**src/rtl/core/fswp_pkg.sv**
```systemverilog
// Shared types, constants and elaboration-time angle tables for the wrapped-phase block.
`timescale 1ns / 1ps

package fswp_pkg;

    localparam int IN_W      = 8;
    localparam int OUT_W     = 15;
    localparam int STEPS     = 4;
    localparam int WIDE_FRAC = 60;

    // Four phase-shifted intensities of one fringe direction.
    typedef logic [STEPS-1:0][IN_W-1:0] steps_t;

    // One pixel: both fringe directions.
    typedef struct packed {
        steps_t x_step;
        steps_t y_step;
    } pixel_t;

    // Special-case flags carried down a lane beside the CORDIC vector.
    typedef struct packed {
        logic den_zero;
        logic num_zero;
        logic num_neg;
        logic neg;
    } flags_t;

    // Restoring division, used only while constants are worked out.
    function automatic longint unsigned div_u64(longint unsigned a, longint unsigned b);
        longint unsigned q;
        longint unsigned r;
        q = 64'd0;
        r = 64'd0;
        for (int k = 63; k >= 0; k--)
        begin
            r = {r[62:0], a[k]};
            if (r >= b)
            begin
                r    = r - b;
                q[k] = 1'b1;
            end
        end
        return q;
    endfunction

    // atan(1/m) at WIDE_FRAC fraction bits, by the alternating series.
    function automatic longint unsigned atan_recip_wide(longint unsigned m);
        longint unsigned p;
        longint unsigned m2;
        longint unsigned sum;
        longint unsigned t;
        longint unsigned k;
        p   = div_u64(64'd1 << WIDE_FRAC, m);
        m2  = m * m;
        sum = 64'd0;
        k   = 64'd0;
        while (p != 64'd0)
        begin
            t = div_u64(p, 2 * k + 1);
            if (k[0] == 1'b0)
                sum = sum + t;
            else
                sum = sum - t;
            p = div_u64(p, m2);
            k = k + 1;
        end
        return sum;
    endfunction

    function automatic longint unsigned pi_quarter_wide();
        return 4 * atan_recip_wide(64'd5) - atan_recip_wide(64'd239);
    endfunction

    // Round a wide angle to nearest at the given fraction width.
    function automatic longint unsigned round_phase(longint unsigned wide, int frac);
        longint unsigned half;
        half = 64'd1 << (WIDE_FRAC - frac - 1);
        return (wide + half) >> (WIDE_FRAC - frac);
    endfunction

    // Rotation angle of CORDIC stage idx, atan(2^-idx).
    function automatic longint unsigned stage_angle(int idx, int frac);
        longint unsigned wide;
        if (idx == 0)
            wide = pi_quarter_wide();
        else
            wide = atan_recip_wide(64'd1 << idx);
        return round_phase(wide, frac);
    endfunction

    function automatic longint unsigned half_pi(int frac);
        return round_phase(2 * pi_quarter_wide(), frac);
    endfunction

endpackage

```
**src/rtl/core/fswp_merge.sv**
```systemverilog
// Output stage: applies the special cases, clamps and signs both lane angles.
`timescale 1ns / 1ps

module fswp_merge #(
    parameter int FRAC = 13
) (
    input  logic                                clk,
    input  logic                                en,
    input  logic signed [FRAC+2:0]              z_x,
    input  fswp_pkg::flags_t                    flags_x,
    input  logic signed [FRAC+2:0]              z_y,
    input  fswp_pkg::flags_t                    flags_y,
    output logic signed [fswp_pkg::OUT_W-1:0]   phase_x_reg,
    output logic signed [fswp_pkg::OUT_W-1:0]   phase_y_reg
);

    localparam int ZW = FRAC + 3;
    localparam int EW = (ZW > fswp_pkg::OUT_W) ? ZW : fswp_pkg::OUT_W;
    localparam logic signed [ZW-1:0] HP = ZW'(fswp_pkg::half_pi(FRAC));

    logic signed [fswp_pkg::OUT_W-1:0] phase_x_next;
    logic signed [fswp_pkg::OUT_W-1:0] phase_y_next;

    function automatic logic signed [fswp_pkg::OUT_W-1:0] finish(
        logic signed [ZW-1:0] z,
        fswp_pkg::flags_t     f
    );
        logic signed [ZW-1:0] clamped;
        logic signed [ZW-1:0] res;
        logic signed [EW-1:0] ext;
        if (z[ZW-1])
            clamped = '0;
        else if (z > HP)
            clamped = HP;
        else
            clamped = z;
        if (f.den_zero)
        begin
            if (f.num_zero)
                res = '0;
            else if (f.num_neg)
                res = -HP;
            else
                res = HP;
        end
        else if (f.num_zero)
            res = '0;
        else if (f.neg)
            res = -clamped;
        else
            res = clamped;
        ext = EW'(res);
        return ext[fswp_pkg::OUT_W-1:0];
    endfunction

    assign phase_x_next = finish(z_x, flags_x);
    assign phase_y_next = finish(z_y, flags_y);

    always_ff @(posedge clk)
    begin
        if (en)
        begin
            phase_x_reg <= phase_x_next;
            phase_y_reg <= phase_y_next;
        end
    end

endmodule

```
**config.mk**
```make
export PLATFORM = sky130hd
export DESIGN_NAME = fswp_merge
export DESIGN_NICKNAME = d
export VERILOG_FILES = /design/src/rtl/core/fswp_pkg.sv /design/src/rtl/core/fswp_merge.sv
export SDC_FILE = /design/constraint.sdc
export NUM_CORES = 1
export LEC_CHECK = 0
export BUFFER_PORTS_ARGS = -buffer_cell sky130_fd_sc_hd__buf_4
export CORE_AREA = 5 5 97 99
export DETAILED_ROUTE_END_ITERATION = 10
export DIE_AREA = 0 0 102 104
export PLACE_DENSITY = 0.52
export SLEW_MARGIN = 10
export SYNTH_ARGS = -nofsm -noshare
export SYNTH_HDL_FRONTEND = slang
export SYNTH_SLANG_ARGS = --single-unit
```
**constraint.sdc**
```tcl
create_clock -name clk -period 6.8 [get_ports clk]
set_input_delay 0.68 -clock clk [delete_from_list [all_inputs] [get_ports clk]]
set_output_delay 0.68 -clock clk [all_outputs]
set_load 0.01 [all_outputs]
```
* Word-level counts from Yosys, hierarchy flattened
Cells that the tools add are included.
** Word-level totals
- Register bits :: 30
- Output and inout port bits :: 30
- Logic and storage cells :: 20
- Bits of input ports :: 42
** Operators by class
- Multiplexer cells :: 14
- Order comparisons :: 2
- Add/sub/neg operators :: 2
** Operator list (number)
- $mux W15 :: 14
- $gt A16 B15 Y1 const B :: 2
- $neg A15 Y15 :: 2

* Logic depth before layout (Yosys ltp)
- Depth after elaboration :: 7
- Depth in mapped cells :: 12
- Mapped depth without buffers :: 11

* Worst setup path after synthesis
No wires, ideal clock.
- Kind :: input to register
- From :: input port z_y[9]
- To :: register phase_y_reg[4] (netlist name), data pin
- Setup slack :: 3.886 ns
- Cell stages on the path :: 11
- Path buffers :: 1
- Arrival time :: 2.648 ns
- Library setup time :: 0.266 ns
- Data required time :: 6.534 ns
- Cell sequence :: a211o_1 a311oi_4 o2bb2ai_2 and2b_1 nand2_1 ha_1 clkbuf_1 a21oi_1 a21oi_1 a21oi_1 o21ai_1
** Between the ends
- Word-level cells in the longest chain between the ends :: 7
** RTL lines
- start, declared :: line fswp_merge.sv:11 : input logic signed [FRAC+2:0] z_y,
- $gt A16 B15 Y1 (*) :: line fswp_merge.sv:33 : else if (z > HP)
- $mux W15 (*) :: line fswp_merge.sv:33
- $mux W15 (*) :: line fswp_merge.sv:31 : if (z[ZW-1])
- $neg A15 Y15 :: line fswp_merge.sv:49 : res = -clamped;
- $mux W15 (*) :: line fswp_merge.sv:48 : else if (f.neg)
- $mux W15 (*) :: line fswp_merge.sv:46 : else if (f.num_zero)
- $mux W15 (*) :: line fswp_merge.sv:37 : if (f.den_zero)
- net phase_y_next, one bit :: line fswp_merge.sv:22 : logic signed [fswp_pkg::OUT_W-1:0] phase_y_next;
- end signal, assigned :: line fswp_merge.sv:64 : phase_y_reg <= phase_y_next;
- end, declared :: line fswp_merge.sv:14 : output logic signed [fswp_pkg::OUT_W-1:0] phase_y_reg
Mark *: on every way through the listed nets, which the timed path passes. The rest lies on a longest branch.
A chain may end at the register's enable or synchronous reset.

* Final worst setup path
- From :: input port z_y[9]
- To :: register phase_y_reg[8] (netlist name), data pin
The elaborated chain is that of the path after synthesis.

==> run_results.csv <==
group,metric,value,unit
timing,setup_tns,0,ns
setup_path,crit_fanout,11,
layout,fillers,896,
floorplanning,die_y,104,um
global_routing,grt_max_degree,31,
placed_design,numPortBuffers,71,
placed_design,dp_hpwl,5850,um
logic_synthesis,avgSynthCellArea,8.952,um^2
logic_synthesis,synthArstFlopShare,0,
layout,diodes,0,
layout,drive_gt1_frac,0.2802,
logic_synthesis,synth-edff-count,30,
setup_path,end_kind,"flop",
global_routing,grt_util_all_layers,0.1402,
floorplanning,die_w,102,um
detailed_routing,via_per_inst,5.452,
run,cap_viol_max_count,0,
cts,clk_pin_slew_worst_paths,0.07,ns
timing,slew_viol_final,0,
timing,hold_viol_final,0,
floorplanning,rows,34,
logic_synthesis,synthesis.area,2435,um^2
power,p_int,353.3,uW
cts,hold_buffers,0,
logic_synthesis,ys_ff_latch,30,
timing,relSlewSlack,0.6289,
cts,h-tree-depth,2,
global_routing,antenna_found_initial,0,
setup_path,cp_slowest_cell,"a311oi_4",
setup_path,path_cells,"buf_4 > a211o_1 > a311oi_4 > o2bb2ai_2 > and2b_1 > nand2_1 > ha_1 > nand2_1 > nand2_1 > a31oi_1 > xor2_1 > o21ai_1",
logic_synthesis,netlist_instances,272,
power,total_leakage_power,0.001140,uW
floorplanning,core,8466,um^2
detailed_routing,antenna_left,0,
detailed_routing,vias,2437,
cts,post-cts-setup-buffer-count,0,
power,power,505.7,uW
layout,finalNetCount,382,
logic_synthesis,yosysUniqueCellTypes,61,
global_routing,grt_pass1_wl,11960,um
setup_path,crit_family,"compound AO/OA/AOI/OAI gates",
status,run_status,"finished clean",
power,p_clk_frac,0.274,
timing,final.min_clock_period,3.063,ns
floorplanning,pin_count,72,
detailed_routing,drt_first_pass_iters,4,
logic_synthesis,netlist_top_cells_area,"edfxtp_1, nand2_1, nor2_1, o21ai_1, a21oi_1",
timing,max_freq,0.3265,GHz
setup_path,crit_path_start_kind,"primary input",
cts,clockBufferDepth,2,
power,combPwrFrac,0.277,
logic_synthesis,synth_top_area_cell,"edfxtp_1",
timing,rsz0062_at_grt,"false",
setup_path,path_buf_inv,1,
layout,area_growth,27.95,%
cts,cts_buffers,5,
timing,worstMarginPinSlew,0.5529,ns
global_routing,grt-ovfl-total,0,
logic_synthesis,ys.flop_type,"edfxtp_1",
detailed_routing,drc,0,
logic_synthesis,synthesis.nets,316,
setup_path,arrival,3.08,ns
setup_path,crit_top_cell,"nand2_1",
timing,setup_viol,0,
floorplanning,initial_core_util,0.2876,
placed_design,gp_congestion,0.8607,
timing,post-route-period-util,0.4504,
layout,multi_input_area,1435,um^2
power,p_per_area,162.3,nW/um^2
min_path,min_path_type,"in -> reg",
setup_path,crit_start,"z_y[9]",
cts,cts_sinks,30,
logic_synthesis,yosysWarnings,0,
power,switchingPower,152.4,uW
power,p_sw_frac,0.3013,
global_routing,grt_pass1_vias,2373,
detailed_routing,drt_iter0_markers,124,
setup_path,cp.required,6.81,ns
cts,cts-root-buf,"clkbuf_8",
layout,seq_area,900.9,um^2
detailed_routing,wl_per_cell,16.68,um
cts,cts_tree,"done",
power,p_seq_frac,0.449,
power,peakVddDrop,60.17,uV
min_path,min_from,"flags_y[2]",
setup_path,path_class,"in -> reg",
floorplanning,design.die.area,10610,um^2
logic_synthesis,yosysTopAreaCellShare,0.3700,
detailed_routing,drt-total-wl,7458,um
setup_path,max_stage_delay,0.46,ns
cts,cts_resized,0,
logic_synthesis,ys_seq_area_frac,0.3700,
## routing by layer
layer  share of wire  up-vias  track usage
li1                -     1183            -
met2            0.50      102       0.2372
met1            0.42     1137       0.1798
met3           0.056       15      0.02280
met4           0.024        0      0.04405
met5               0        -            0
## logic make-up after synthesis
logic type,after synthesis,synth area share
fa+ha+maj,2,0.01028
simple gates,114,0.2451
compound gates,94,0.2909
flops,30,0.3700
buf+inv,20,0.04060
xor+xnor,12,0.04317
## synthesized netlist by cell type (2+ instances only)
cell type / n
o31ai_1: 4
o21ai_0: 11
o21a_1: 2
nor4_1: 5
o31a_1: 2
o21ai_1: 18
nor2_1: 28
xnor2_1: 8
nand2_1: 28
nand3b_1: 5
a21boi_1: 2
or2_2: 2
a221o_1: 2
a41o_1: 2
nor3_1: 7
buf_6: 2
nand3_2: 2
edfxtp_1: 30
nand3_1: 8
clkbuf_1: 3
xor2_1: 4
inv_1: 8
ha_1: 2
o211ai_1: 2
o21bai_1: 4
or3_1: 7
a31oi_1: 9
o41ai_2: 3
o2111ai_1: 2
buf_2: 4
nand4_1: 4
nand2b_1: 6
and2_1: 3
buf_1: 2
a21oi_1: 15
## cell type report
cell class                      instances  area share
Clock buffer                            6     0.02329
Clock inverter                          2    0.002811
Inverter                                8    0.009639
Multi-Input combinational cell        222      0.4606
Sequential cell                        30      0.2892
Tap cell                              108     0.04337
Timing Repair Buffer                   71      0.1711
## cells in the final DEF (no fill, tap or decap), types with 2 or more instances in the layout
cell type / count
nand2b_1: 6
nand3_1: 8
inv_1: 8
clkbuf_8: 5
a31oi_1: 9
edfxtp_1: 30
nand3b_1: 5
a221o_1: 2
xnor2_1: 8
nor4_1: 5
nand3_2: 2
o31a_1: 2
o21bai_1: 4
or2_2: 2
o21ai_0: 11
and2_1: 3
buf_4: 71
nor2_1: 28
nand2_1: 28
xor2_1: 4
o21a_1: 2
nand4_1: 4
o41ai_2: 3
a41o_1: 2
a21oi_1: 15
o211ai_1: 2
o31ai_1: 4
o2111ai_1: 2
o21ai_1: 18
nor3_1: 7
a21boi_1: 2
ha_1: 2
or3_1: 7
## power groups by stage
stage	combinational, uW	sequential (uW)	clock, uW
detailed placement	140	231	0
CTS	141	227	144
global placement	139	232	0
finish	140	227	139
floorplan	62.1	238	0
global route	152	229	154
## path summary, 6_finish.rpt
| path | end | cells past startpoint |
|---|---|---|
| setup / recovery | phase_y_reg[8]$_DFFE_PP_ | 12 |
| hold / removal | phase_y_reg[2]$_DFFE_PP_ | 2 |
## through the flow
stage                     std cells  worst slack [ns]  instance area (um^2)  utilization  hold WS, ns
final                           447             3.737                  3115       0.3680       0.7116
after global routing            447             3.560                  3115       0.3680       0.7003
after CTS                       447             3.734                  3115       0.3680       0.6982
after detailed placement        439             3.444                  3034       0.3584        1.001
after global placement          439             3.549                  3034       0.3584       0.9996
after floorplan                 272             3.886                  2435            -       0.7925
No activity file was read; power rests on OpenSTA's default activity.
