`config.mk`:
```
export PLATFORM = sky130hd
export DESIGN_NAME = fswp_lane
export DESIGN_NICKNAME = d
export VERILOG_FILES = /design/src/rtl/core/fswp_pkg.sv /design/src/rtl/core/fswp_cordic_stage.sv /design/src/rtl/core/fswp_lane.sv
export SDC_FILE = /design/constraint.sdc
export NUM_CORES = 2
export LEC_CHECK = 0
export BUFFER_PORTS_ARGS = -buffer_cell sky130_fd_sc_hd__buf_2
export CORE_ASPECT_RATIO = 0.5
export CORE_MARGIN = 1
export CORE_UTILIZATION = 62
export CTS_BUF_LIST = sky130_fd_sc_hd__clkbuf_16
export CTS_CLUSTER_SIZE = 24
export DETAILED_ROUTE_END_ITERATION = 10
export HOLD_SLACK_MARGIN = 0.03
export PLACE_DENSITY_LB_ADDON = 0.2
export SLEW_MARGIN = 30
export SYNTH_ARGS = -nofsm -noshare
export SYNTH_HDL_FRONTEND = slang
export SYNTH_SLANG_ARGS = --single-unit
```
`constraint.sdc`:
```
create_clock -name clk -period 7.9 [get_ports clk]
set_input_delay 1.185 -clock clk [delete_from_list [all_inputs] [get_ports clk]]
set_output_delay 1.185 -clock clk [all_outputs]
set_load 0.02 [all_outputs]
```
`src/rtl/core/fswp_pkg.sv`:
```
// Shared types, constants and elaboration-time angle tables for the wrapped-phase block.
`timescale 1ns / 1ps

package fswp_pkg;

    localparam int IN_W      = 8;
    localparam int OUT_W     = 15;
    localparam int STEPS     = 4;
    localparam int WIDE_FRAC = 60;

    // Four phase-shifted intensities of one fringe direction.
    typedef logic [STEPS-1:0][IN_W-1:0] steps_t;

    // One pixel: both fringe directions.
    typedef struct packed {
        steps_t x_step;
        steps_t y_step;
    } pixel_t;

    // Special-case flags carried down a lane beside the CORDIC vector.
    typedef struct packed {
        logic den_zero;
        logic num_zero;
        logic num_neg;
        logic neg;
    } flags_t;

    // Restoring division, used only while constants are worked out.
    function automatic longint unsigned div_u64(longint unsigned a, longint unsigned b);
        longint unsigned q;
        longint unsigned r;
        q = 64'd0;
        r = 64'd0;
        for (int k = 63; k >= 0; k--)
        begin
            r = {r[62:0], a[k]};
            if (r >= b)
            begin
                r    = r - b;
                q[k] = 1'b1;
            end
        end
        return q;
    endfunction

    // atan(1/m) at WIDE_FRAC fraction bits, by the alternating series.
    function automatic longint unsigned atan_recip_wide(longint unsigned m);
        longint unsigned p;
        longint unsigned m2;
        longint unsigned sum;
        longint unsigned t;
        longint unsigned k;
        p   = div_u64(64'd1 << WIDE_FRAC, m);
        m2  = m * m;
        sum = 64'd0;
        k   = 64'd0;
        while (p != 64'd0)
        begin
            t = div_u64(p, 2 * k + 1);
            if (k[0] == 1'b0)
                sum = sum + t;
            else
                sum = sum - t;
            p = div_u64(p, m2);
            k = k + 1;
        end
        return sum;
    endfunction

    function automatic longint unsigned pi_quarter_wide();
        return 4 * atan_recip_wide(64'd5) - atan_recip_wide(64'd239);
    endfunction

    // Round a wide angle to nearest at the given fraction width.
    function automatic longint unsigned round_phase(longint unsigned wide, int frac);
        longint unsigned half;
        half = 64'd1 << (WIDE_FRAC - frac - 1);
        return (wide + half) >> (WIDE_FRAC - frac);
    endfunction

    // Rotation angle of CORDIC stage idx, atan(2^-idx).
    function automatic longint unsigned stage_angle(int idx, int frac);
        longint unsigned wide;
        if (idx == 0)
            wide = pi_quarter_wide();
        else
            wide = atan_recip_wide(64'd1 << idx);
        return round_phase(wide, frac);
    endfunction

    function automatic longint unsigned half_pi(int frac);
        return round_phase(2 * pi_quarter_wide(), frac);
    endfunction

endpackage

```
`src/rtl/core/fswp_cordic_stage.sv`:
```
// One registered vectoring CORDIC micro-rotation.
`timescale 1ns / 1ps

module fswp_cordic_stage #(
    parameter int          IDX   = 0,
    parameter int          DW    = 27,
    parameter int          ZW    = 16,
    parameter int unsigned ANGLE = 0
) (
    input  logic                   clk,
    input  logic                   en,
    input  logic signed [DW-1:0]   x_in,
    input  logic signed [DW-1:0]   y_in,
    input  logic signed [ZW-1:0]   z_in,
    input  fswp_pkg::flags_t       flags_in,
    output logic signed [DW-1:0]   x_reg,
    output logic signed [DW-1:0]   y_reg,
    output logic signed [ZW-1:0]   z_reg,
    output fswp_pkg::flags_t       flags_reg
);

    logic signed [DW-1:0] x_sh;
    logic signed [DW-1:0] y_sh;
    logic signed [ZW-1:0] angle_c;
    logic signed [DW-1:0] x_next;
    logic signed [DW-1:0] y_next;
    logic signed [ZW-1:0] z_next;

    assign angle_c = ZW'(ANGLE);
    assign x_sh    = x_in >>> IDX;
    assign y_sh    = y_in >>> IDX;

    // Rotate towards the x axis: the sign of y picks the direction.
    always_comb
    begin
        if (!y_in[DW-1])
        begin
            x_next = x_in + y_sh;
            y_next = y_in - x_sh;
            z_next = z_in + angle_c;
        end
        else
        begin
            x_next = x_in - y_sh;
            y_next = y_in + x_sh;
            z_next = z_in - angle_c;
        end
    end

    always_ff @(posedge clk)
    begin
        if (en)
        begin
            x_reg     <= x_next;
            y_reg     <= y_next;
            z_reg     <= z_next;
            flags_reg <= flags_in;
        end
    end

endmodule

```
`src/rtl/core/fswp_lane.sv`:
```
// One fringe-direction lane: difference stage followed by a pipelined CORDIC.
`timescale 1ns / 1ps

module fswp_lane #(
    parameter int FRAC   = 13,
    parameter int STAGES = 16
) (
    input  logic                     clk,
    input  logic                     en,
    input  fswp_pkg::steps_t         steps,
    output logic signed [FRAC+2:0]   z_out,
    output fswp_pkg::flags_t         flags_out
);

    localparam int DW = STAGES + fswp_pkg::IN_W + 3;
    localparam int ZW = FRAC + 3;

    logic signed [fswp_pkg::IN_W:0]   num;
    logic signed [fswp_pkg::IN_W:0]   den;
    logic        [fswp_pkg::IN_W-1:0] num_abs;
    logic        [fswp_pkg::IN_W-1:0] den_abs;
    fswp_pkg::flags_t                 flags_next;

    logic signed [DW-1:0] x0_reg;
    logic signed [DW-1:0] y0_reg;
    fswp_pkg::flags_t     flags0_reg;

    logic signed [DW-1:0] x_reg     [STAGES];
    logic signed [DW-1:0] y_reg     [STAGES];
    logic signed [ZW-1:0] z_reg     [STAGES];
    fswp_pkg::flags_t     flags_reg [STAGES];

    // numerator I3 - I1, denominator I0 - I2
    assign num = $signed({1'b0, steps[3]}) - $signed({1'b0, steps[1]});
    assign den = $signed({1'b0, steps[0]}) - $signed({1'b0, steps[2]});

    assign num_abs = num[fswp_pkg::IN_W] ? fswp_pkg::IN_W'(-num) : num[fswp_pkg::IN_W-1:0];
    assign den_abs = den[fswp_pkg::IN_W] ? fswp_pkg::IN_W'(-den) : den[fswp_pkg::IN_W-1:0];

    always_comb
    begin
        flags_next.den_zero = (den == '0);
        flags_next.num_zero = (num == '0);
        flags_next.num_neg  = num[fswp_pkg::IN_W];
        flags_next.neg      = num[fswp_pkg::IN_W] ^ den[fswp_pkg::IN_W];
    end

    always_ff @(posedge clk)
    begin
        if (en)
        begin
            x0_reg     <= DW'({den_abs, {STAGES{1'b0}}});
            y0_reg     <= DW'({num_abs, {STAGES{1'b0}}});
            flags0_reg <= flags_next;
        end
    end

    for (genvar k = 0; k < STAGES; k++)
    begin : g_stage
        logic signed [DW-1:0] x_in;
        logic signed [DW-1:0] y_in;
        logic signed [ZW-1:0] z_in;
        fswp_pkg::flags_t     flags_in;

        if (k == 0)
        begin : g_head
            // the angle starts from zero
            assign x_in     = x0_reg;
            assign y_in     = y0_reg;
            assign z_in     = '0;
            assign flags_in = flags0_reg;
        end
        else
        begin : g_tail
            assign x_in     = x_reg[k-1];
            assign y_in     = y_reg[k-1];
            assign z_in     = z_reg[k-1];
            assign flags_in = flags_reg[k-1];
        end

        fswp_cordic_stage #(
            .IDX   (k),
            .DW    (DW),
            .ZW    (ZW),
            .ANGLE (32'(fswp_pkg::stage_angle(k, FRAC)))
        ) u_stage (
            .clk       (clk),
            .en        (en),
            .x_in      (x_in),
            .y_in      (y_in),
            .z_in      (z_in),
            .flags_in  (flags_in),
            .x_reg     (x_reg[k]),
            .y_reg     (y_reg[k]),
            .z_reg     (z_reg[k]),
            .flags_reg (flags_reg[k])
        );
    end

    assign z_out     = z_reg[STAGES-1];
    assign flags_out = flags_reg[STAGES-1];

endmodule

```
* Yosys cells after proc, flatten, opt, wreduce, memory -nomap -nowiden
Cells that the tools add are included.
** Word-level totals
- Register bits :: 995
- Input port bits :: 34
- Output and inout bits :: 20
- Word-level logic and storage cells :: 227
** Cells by class
- Add/subtract/negate cells :: 76
- Multiplexer cells :: 38
- Bitwise gates (word level) :: 1
- Reduce and logical (&&, ||, !) cells :: 2
** Operators with widths (count)
- 27-bit 2-to-1 mux :: 23
- 16-bit 2-to-1 mux :: 12
- 27-bit by 16-bit adder with 27-bit output :: 2
- 27-bit by 17-bit adder with 27-bit output :: 2
- 27-bit by 18-bit adder with 27-bit output :: 2
- 27-bit by 19-bit adder with 27-bit output :: 2
- 27-bit by 20-bit adder with 27-bit output :: 2
- 27-bit by 21-bit adder with 27-bit output :: 2
- 27-bit by 22-bit adder with 27-bit output :: 2
- 27-bit by 23-bit adder with 27-bit output :: 2
- 27-bit by 24-bit adder with 27-bit output :: 2
- 27-bit by 25-bit adder with 27-bit output :: 2
- 27-bit by 16-bit subtractor with 27-bit output :: 2
- 27-bit by 17-bit subtractor with 27-bit output :: 2
- 27-bit by 18-bit subtractor with 27-bit output :: 2
- 27-bit by 19-bit subtractor with 27-bit output :: 2
- 27-bit by 20-bit subtractor with 27-bit output :: 2
- 27-bit by 21-bit subtractor with 27-bit output :: 2
- 27-bit by 22-bit subtractor with 27-bit output :: 2
- 27-bit by 23-bit subtractor with 27-bit output :: 2
- 27-bit by 24-bit subtractor with 27-bit output :: 2
- 27-bit by 25-bit subtractor with 27-bit output :: 2
- 16-bit by 10-bit adder with 16-bit output, second input constant :: 2
- 16-bit by 10-bit subtractor with 16-bit output, second input constant :: 2
- 34 further kinds :: 38

* Longest topological paths before layout
- Word-level depth :: 3
- Depth in mapped cells :: 20
- Mapped depth without buffers :: 19

* By module
From an unflattened synthesis, not the netlist that was laid out.
** Second synthesis, totals
- Cell total of the unflattened synthesis :: 10919
- Area total of the unflattened synthesis :: 103361.6 um2
** By module, submodules not included
- fswp_cordic_stage (g_stage[0].u_stage) :: instances 1, cells each 818, area an instance 7168.1 um2, sequential area each 2192.1 um2
- fswp_cordic_stage (g_stage[2].u_stage) :: instances 1, cells each 727, area an instance 6703.9 um2, sequential area each 2222.1 um2
- fswp_cordic_stage (g_stage[4].u_stage) :: instances 1, cells each 719, area an instance 6668.9 um2, sequential area each 2222.1 um2
- fswp_cordic_stage (g_stage[3].u_stage) :: instances 1, cells each 690, area an instance 6478.7 um2, sequential area each 2222.1 um2
- fswp_cordic_stage (g_stage[9].u_stage) :: instances 1, cells each 661, area an instance 6453.7 um2, sequential area each 2222.1 um2
- fswp_cordic_stage (g_stage[10].u_stage) :: instances 1, cells each 690, area an instance 6449.9 um2, sequential area each 2222.1 um2
- fswp_cordic_stage (g_stage[12].u_stage) :: instances 1, cells each 684, area an instance 6437.4 um2, sequential area each 2222.1 um2
- fswp_cordic_stage (g_stage[11].u_stage) :: instances 1, cells each 685, area an instance 6428.7 um2, sequential area each 2222.1 um2
- fswp_cordic_stage (g_stage[1].u_stage) :: instances 1, cells each 666, area an instance 6428.7 um2, sequential area each 2222.1 um2
- fswp_cordic_stage (g_stage[13].u_stage) :: instances 1, cells each 671, area an instance 6426.2 um2, sequential area each 2222.1 um2
- fswp_cordic_stage (g_stage[8].u_stage) :: instances 1, cells each 694, area an instance 6373.6 um2, sequential area each 2222.1 um2
- fswp_cordic_stage (g_stage[7].u_stage) :: instances 1, cells each 638, area an instance 6190.9 um2, sequential area each 2222.1 um2
- fswp_cordic_stage (g_stage[5].u_stage) :: instances 1, cells each 639, area an instance 6109.6 um2, sequential area each 2222.1 um2
- fswp_cordic_stage (g_stage[6].u_stage) :: instances 1, cells each 625, area an instance 6075.8 um2, sequential area each 2222.1 um2
- +3 rows

* Worst setup path after synthesis
OpenSTA, ideal clock, no wires.
- Path kind :: flip-flop to flip-flop
- From :: register g_stage[8].u_stage.y_reg[26]
- To :: register g_stage[9].u_stage.y_reg[26], data pin
- Library setup time :: 0.262 ns
- Arrival :: 3.850 ns
- Data required time :: 7.638 ns
- Slack :: 3.788 ns
- Stages on the path, launching flop included :: 15
- Path buffers :: 2
- Clock period less this slack :: 4.112 ns
- Cell sequence :: edfxtp_1 > clkbuf_1 > clkbuf_1 > mux2_2 > fa_1 > a21o_1 > a21oi_1 > nor2b_1 > o21a_1 > o41ai_2 > o21ai_0 > a41o_1 > a2111oi_0 > o21bai_1 > xor2_1
** On the way
- Longest elaborated chain between the ends :: 2
- Elaborated cells on any way between the ends :: 3
- Those cells by class :: 2 x add/sub; 1 x mux
** Ends and longest elaborated chain
- from (decl) :: RTL line fswp_cordic_stage.sv:17 : output logic signed [DW-1:0] y_reg,
- from (signal assigned) :: RTL line fswp_cordic_stage.sv:55 : y_reg <= y_next;
- 27-bit by 18-bit subtractor with 27-bit output / 27-bit by 18-bit adder with 27-bit output (equally long branches) :: RTL line fswp_cordic_stage.sv:39, fswp_cordic_stage.sv:45
- 27-bit 2-to-1 mux * :: RTL line fswp_cordic_stage.sv:36 : if (!y_in[DW-1])
- named net g_stage[9].u_stage.y_next[26] :: RTL line fswp_cordic_stage.sv:26 : logic signed [DW-1:0] y_next;
- to (signal assigned) :: RTL line fswp_cordic_stage.sv:55
- to (decl) :: RTL line fswp_cordic_stage.sv:17
The timed path passes the listed nets; every way through them passes the cells marked *.
A chain may end at the register's enable or synchronous reset.

* Worst setup path in the final report
- From :: register g_stage[4].u_stage.y_reg[6]
- To :: register g_stage[5].u_stage.x_reg[26], data pin
** On the way
- Longest elaborated chain between the ends :: 2
- Elaborated cells on any way between the ends :: 3
- Those cells by class :: 2 x add/sub; 1 x mux
** Ends and longest elaborated chain
- from (decl) :: RTL line fswp_cordic_stage.sv:17
- from (signal assigned) :: RTL line fswp_cordic_stage.sv:55
- 27-bit by 22-bit adder with 27-bit output / 27-bit by 22-bit subtractor with 27-bit output (equally long branches) :: RTL line fswp_cordic_stage.sv:38, fswp_cordic_stage.sv:44
- 27-bit 2-to-1 mux * :: RTL line fswp_cordic_stage.sv:36
- named net g_stage[5].u_stage.x_next[26] :: RTL line fswp_cordic_stage.sv:25 : logic signed [DW-1:0] x_next;
- to (signal assigned) :: RTL line fswp_cordic_stage.sv:54 : x_reg <= x_next;
- to (decl) :: RTL line fswp_cordic_stage.sv:16 : output logic signed [DW-1:0] x_reg,
Marked as above.

==> impl_metrics.tcl <==
set metrics [dict create \
    first_pass_iters 8 \
    whs_endpoint "g_stage[1].u_stage.flags_reg[0]$_DFFE_PP_" \
    final_common_cell "edfxtp_1" \
    r2r-start "g_stage[4].u_stage.y_reg[6]$_DFFE_PP_" \
    pin_count 54 \
    final_cell_mix "edfxtp_1, ha_1, xnor2_1" \
    seqCellArea_sq_um 23900 \
    rsz0062_at_grt "no" \
    tns_ps 0 \
    cts.htree.levels 3 \
    grt_overflow 0 \
    synth_edf_count 797 \
    r2r-end "g_stage[5].u_stage.x_reg[26]$_DFFE_PP_" \
    syn_area_sq_um 59200 \
    max-slew-margin-rel 0.334 \
    first_iter_violations 2668 \
    multi_input_area_sq_um 33700 \
    setup_ws_ps 2900 \
    place_area_sq_um 61000 \
    synthArstFlopShare 0 \
    numCtsBuffers 76 \
    ys_seq_area_frac 0.404 \
    crit_path_cell_trace "inv_1 -> ha_1 -> nor2b_1 -> nand2_1 -> nor4_1 -> nand3b_1 -> nor2_1 -> nor2_1 -> xnor2_1 -> ha_1 -> a21o_1 -> a31oi_1 -> o31ai_2 -> a41oi_1 -> a311oi_2 -> a21o_1 -> a21oi_1 -> xnor2_1" \
    route.detailed.drc 0 \
    first_global_vias 42200 \
    place_hpwl_um 100000 \
    critPathArrivalTime_ps 5400 \
    routed_via_density 5.98 \
    avgSynthCellArea_sq_um 10.1 \
    yosys_warnings 0 \
    yosys.cell_types.count 88 \
    grt_usage 0.266 \
    diodes 0 \
    fin_nets 6655 \
    gp_routability_congestion 0.976 \
    nFillCells 7124 \
    period_share 0.633 \
    tightest_slew_ps 1000 \
    hold_start "g_stage[0].u_stage.flags_reg[0]$_DFFE_PP_" \
    end_kind "flop" \
    cts_buffer_depth 3 \
    io_buffers 52 \
    setup_viol 0 \
    wirelength_um 130000 \
    clock_latency_ps 670 \
    cp.required_ps 8310 \
    start_util 0.632 \
    antenna_found_initial 0 \
    fin_area_sq_um 63500 \
    largest_reg_flops 260 \
    cp_slowest_cell "nor4_1" \
    die-area_sq_um 96900 \
    cts_resized 0 \
    rrSetupSlack_ps 2900 \
    postCtsHoldBufs 0 \
    finalCriticalPeriod_ps 5000 \
    hp-class "flop to flop" \
    critPathMaxStageDelay_ps 610 \
    grt_pass1_wl_um 209000 \
    whs_path_depth 0 \
    yosys_register_bits 797 \
    drive_gt1_frac 0.0441 \
    pre_cts_slack_ps 2980 \
    finClkSkew_ps 21.6 \
    syn_nets 6584 \
    areaGrowthSynthToFinish_pct 7.22 \
    post_drt_wl_per_cell_um 18.0 \
    status "complete, no violations" \
    vias 43300 \
    cts.sinks 797 \
    hold_violations 0 \
    critPathMaxFanout 12 \
    ys.flop_type "edfxtp_1" \
    fmax_mhz 200 \
    coreArea_sq_um 93800 \
    post_cts_buffers 0 \
    startpoint_type "flop" \
    row_count 79 \
    drv_slew 0 \
    tritoncts "built" \
    maxCapViolations 0 \
    die_h_um 221 \
    cts.clk_slew.worst_paths_ps 60 \
    postRouteAntennaNets 0 \
    cts_root_buffer "clkbuf_16" \
    r2r_cells 18 \
    die_x_um 439 \
    worstSetupPathType "flop to flop" \
    grt_max_degree 177 \
    syn_inst 5847 \
]
## worst max-delay path by stage
| stage | start | to | slack [ps] | cells after the start |
|---|---|---|---|---|
| 5_1_grt | g_stage[4].u_stage.y_reg[6]$_DFFE_PP_ | g_stage[5].u_stage.x_reg[26]$_DFFE_PP_ | 2610 | 18 |
| 3_3_place_gp | g_stage[4].u_stage.y_reg[6]$_DFFE_PP_ | g_stage[5].u_stage.x_reg[26]$_DFFE_PP_ | 3100 | 18 |
| 2_1_floorplan | g_stage[8].u_stage.y_reg[26]$_DFFE_PP_ | g_stage[9].u_stage.y_reg[26]$_DFFE_PP_ | 3790 | 14 |
| 3_5_place_dp | g_stage[4].u_stage.y_reg[6]$_DFFE_PP_ | g_stage[5].u_stage.x_reg[26]$_DFFE_PP_ | 2980 | 18 |
| 6_report | g_stage[4].u_stage.y_reg[6]$_DFFE_PP_ | g_stage[5].u_stage.x_reg[26]$_DFFE_PP_ | 2900 | 18 |
| 4_1_cts | g_stage[4].u_stage.y_reg[6]$_DFFE_PP_ | g_stage[5].u_stage.x_reg[26]$_DFFE_PP_ | 2930 | 18 |
## cells by family (layout without fill, tap and decap cells)
group                      after synthesis  in the layout  synth area share
AOI/OAI and AO/OA                     1476           1476             0.157
muxes                                   41             41           0.00754
other                                    1              1         0.0000633
DFF                                    797            797             0.404
adders and majority gates              703            703             0.152
and+or+nand+nor                       1530           1530             0.122
xor gates and xnor gates               874            874             0.129
buffers and inverters                  425            558            0.0271
## synth_stat cells, types with 33 or more instances
cell type / instances / area, sq um
a31oi_1: 61 / 382
nor2b_1: 102 / 638
o21bai_1: 85 / 638
xnor2_1: 578 / 5060
nor4_1: 45 / 282
and3_1: 51 / 319
a21oi_1: 531 / 2660
o21ai_0: 249 / 1250
nand2_1: 269 / 1010
nand2b_1: 82 / 513
a211oi_1: 33 / 248
and2_1: 36 / 225
xor2_1: 296 / 2590
clkbuf_1: 61 / 229
ha_1: 674 / 8430
nor2_1: 571 / 2140
edfxtp_1: 797 / 23900
inv_1: 346 / 1300
o21a_1: 81 / 608
a21o_1: 210 / 1580
nand3_1: 78 / 390
nor3_1: 175 / 876
## layer usage
| metal | wire [um] | up-vias | GRT usage | share of wire |
|---|---|---|---|---|
| li1 | - | 21500 | - | - |
| met1 | 56100 | 20400 | 0.328 | 0.43 |
| met2 | 64100 | 1103 | 0.478 | 0.49 |
| met3 | 5160 | 305 | 0.0275 | 0.040 |
| met4 | 4800 | 0 | 0.110 | 0.037 |
| met5 | 0 | - | 0 | 0 |
## per-stage QoR
step                std cells  utilization  hold WS (ps)
floorplan                5847            -           400
global placement         7093        0.650           400
detailed placement       7094        0.650           405
CTS                      7234        0.677           415
global route             7235        0.677           422
finish                   7235        0.677           416
## final cells by class
cell class | instances | area share
inverter | 347 | 0.0205
tap | 1255 | 0.0247
clock buffer | 77 | 0.0303
sequential | 797 | 0.377
timing repair buffer | 71 | 0.00733
multi-input combinational | 4625 | 0.531
clock inverter | 63 | 0.00967
## critical path, delay by kind of cell, from the launching register on
kind	cells	cell delay, ps
simple gates	6	1570
compound gates	7	1430
fa+ha+maj	2	660
flops	1	590
xor+xnor	2	260
buf+inv	1	210
Power is not shown: default switching activity piles up to over one toggle a cycle in this logic, so the estimate is an artifact.
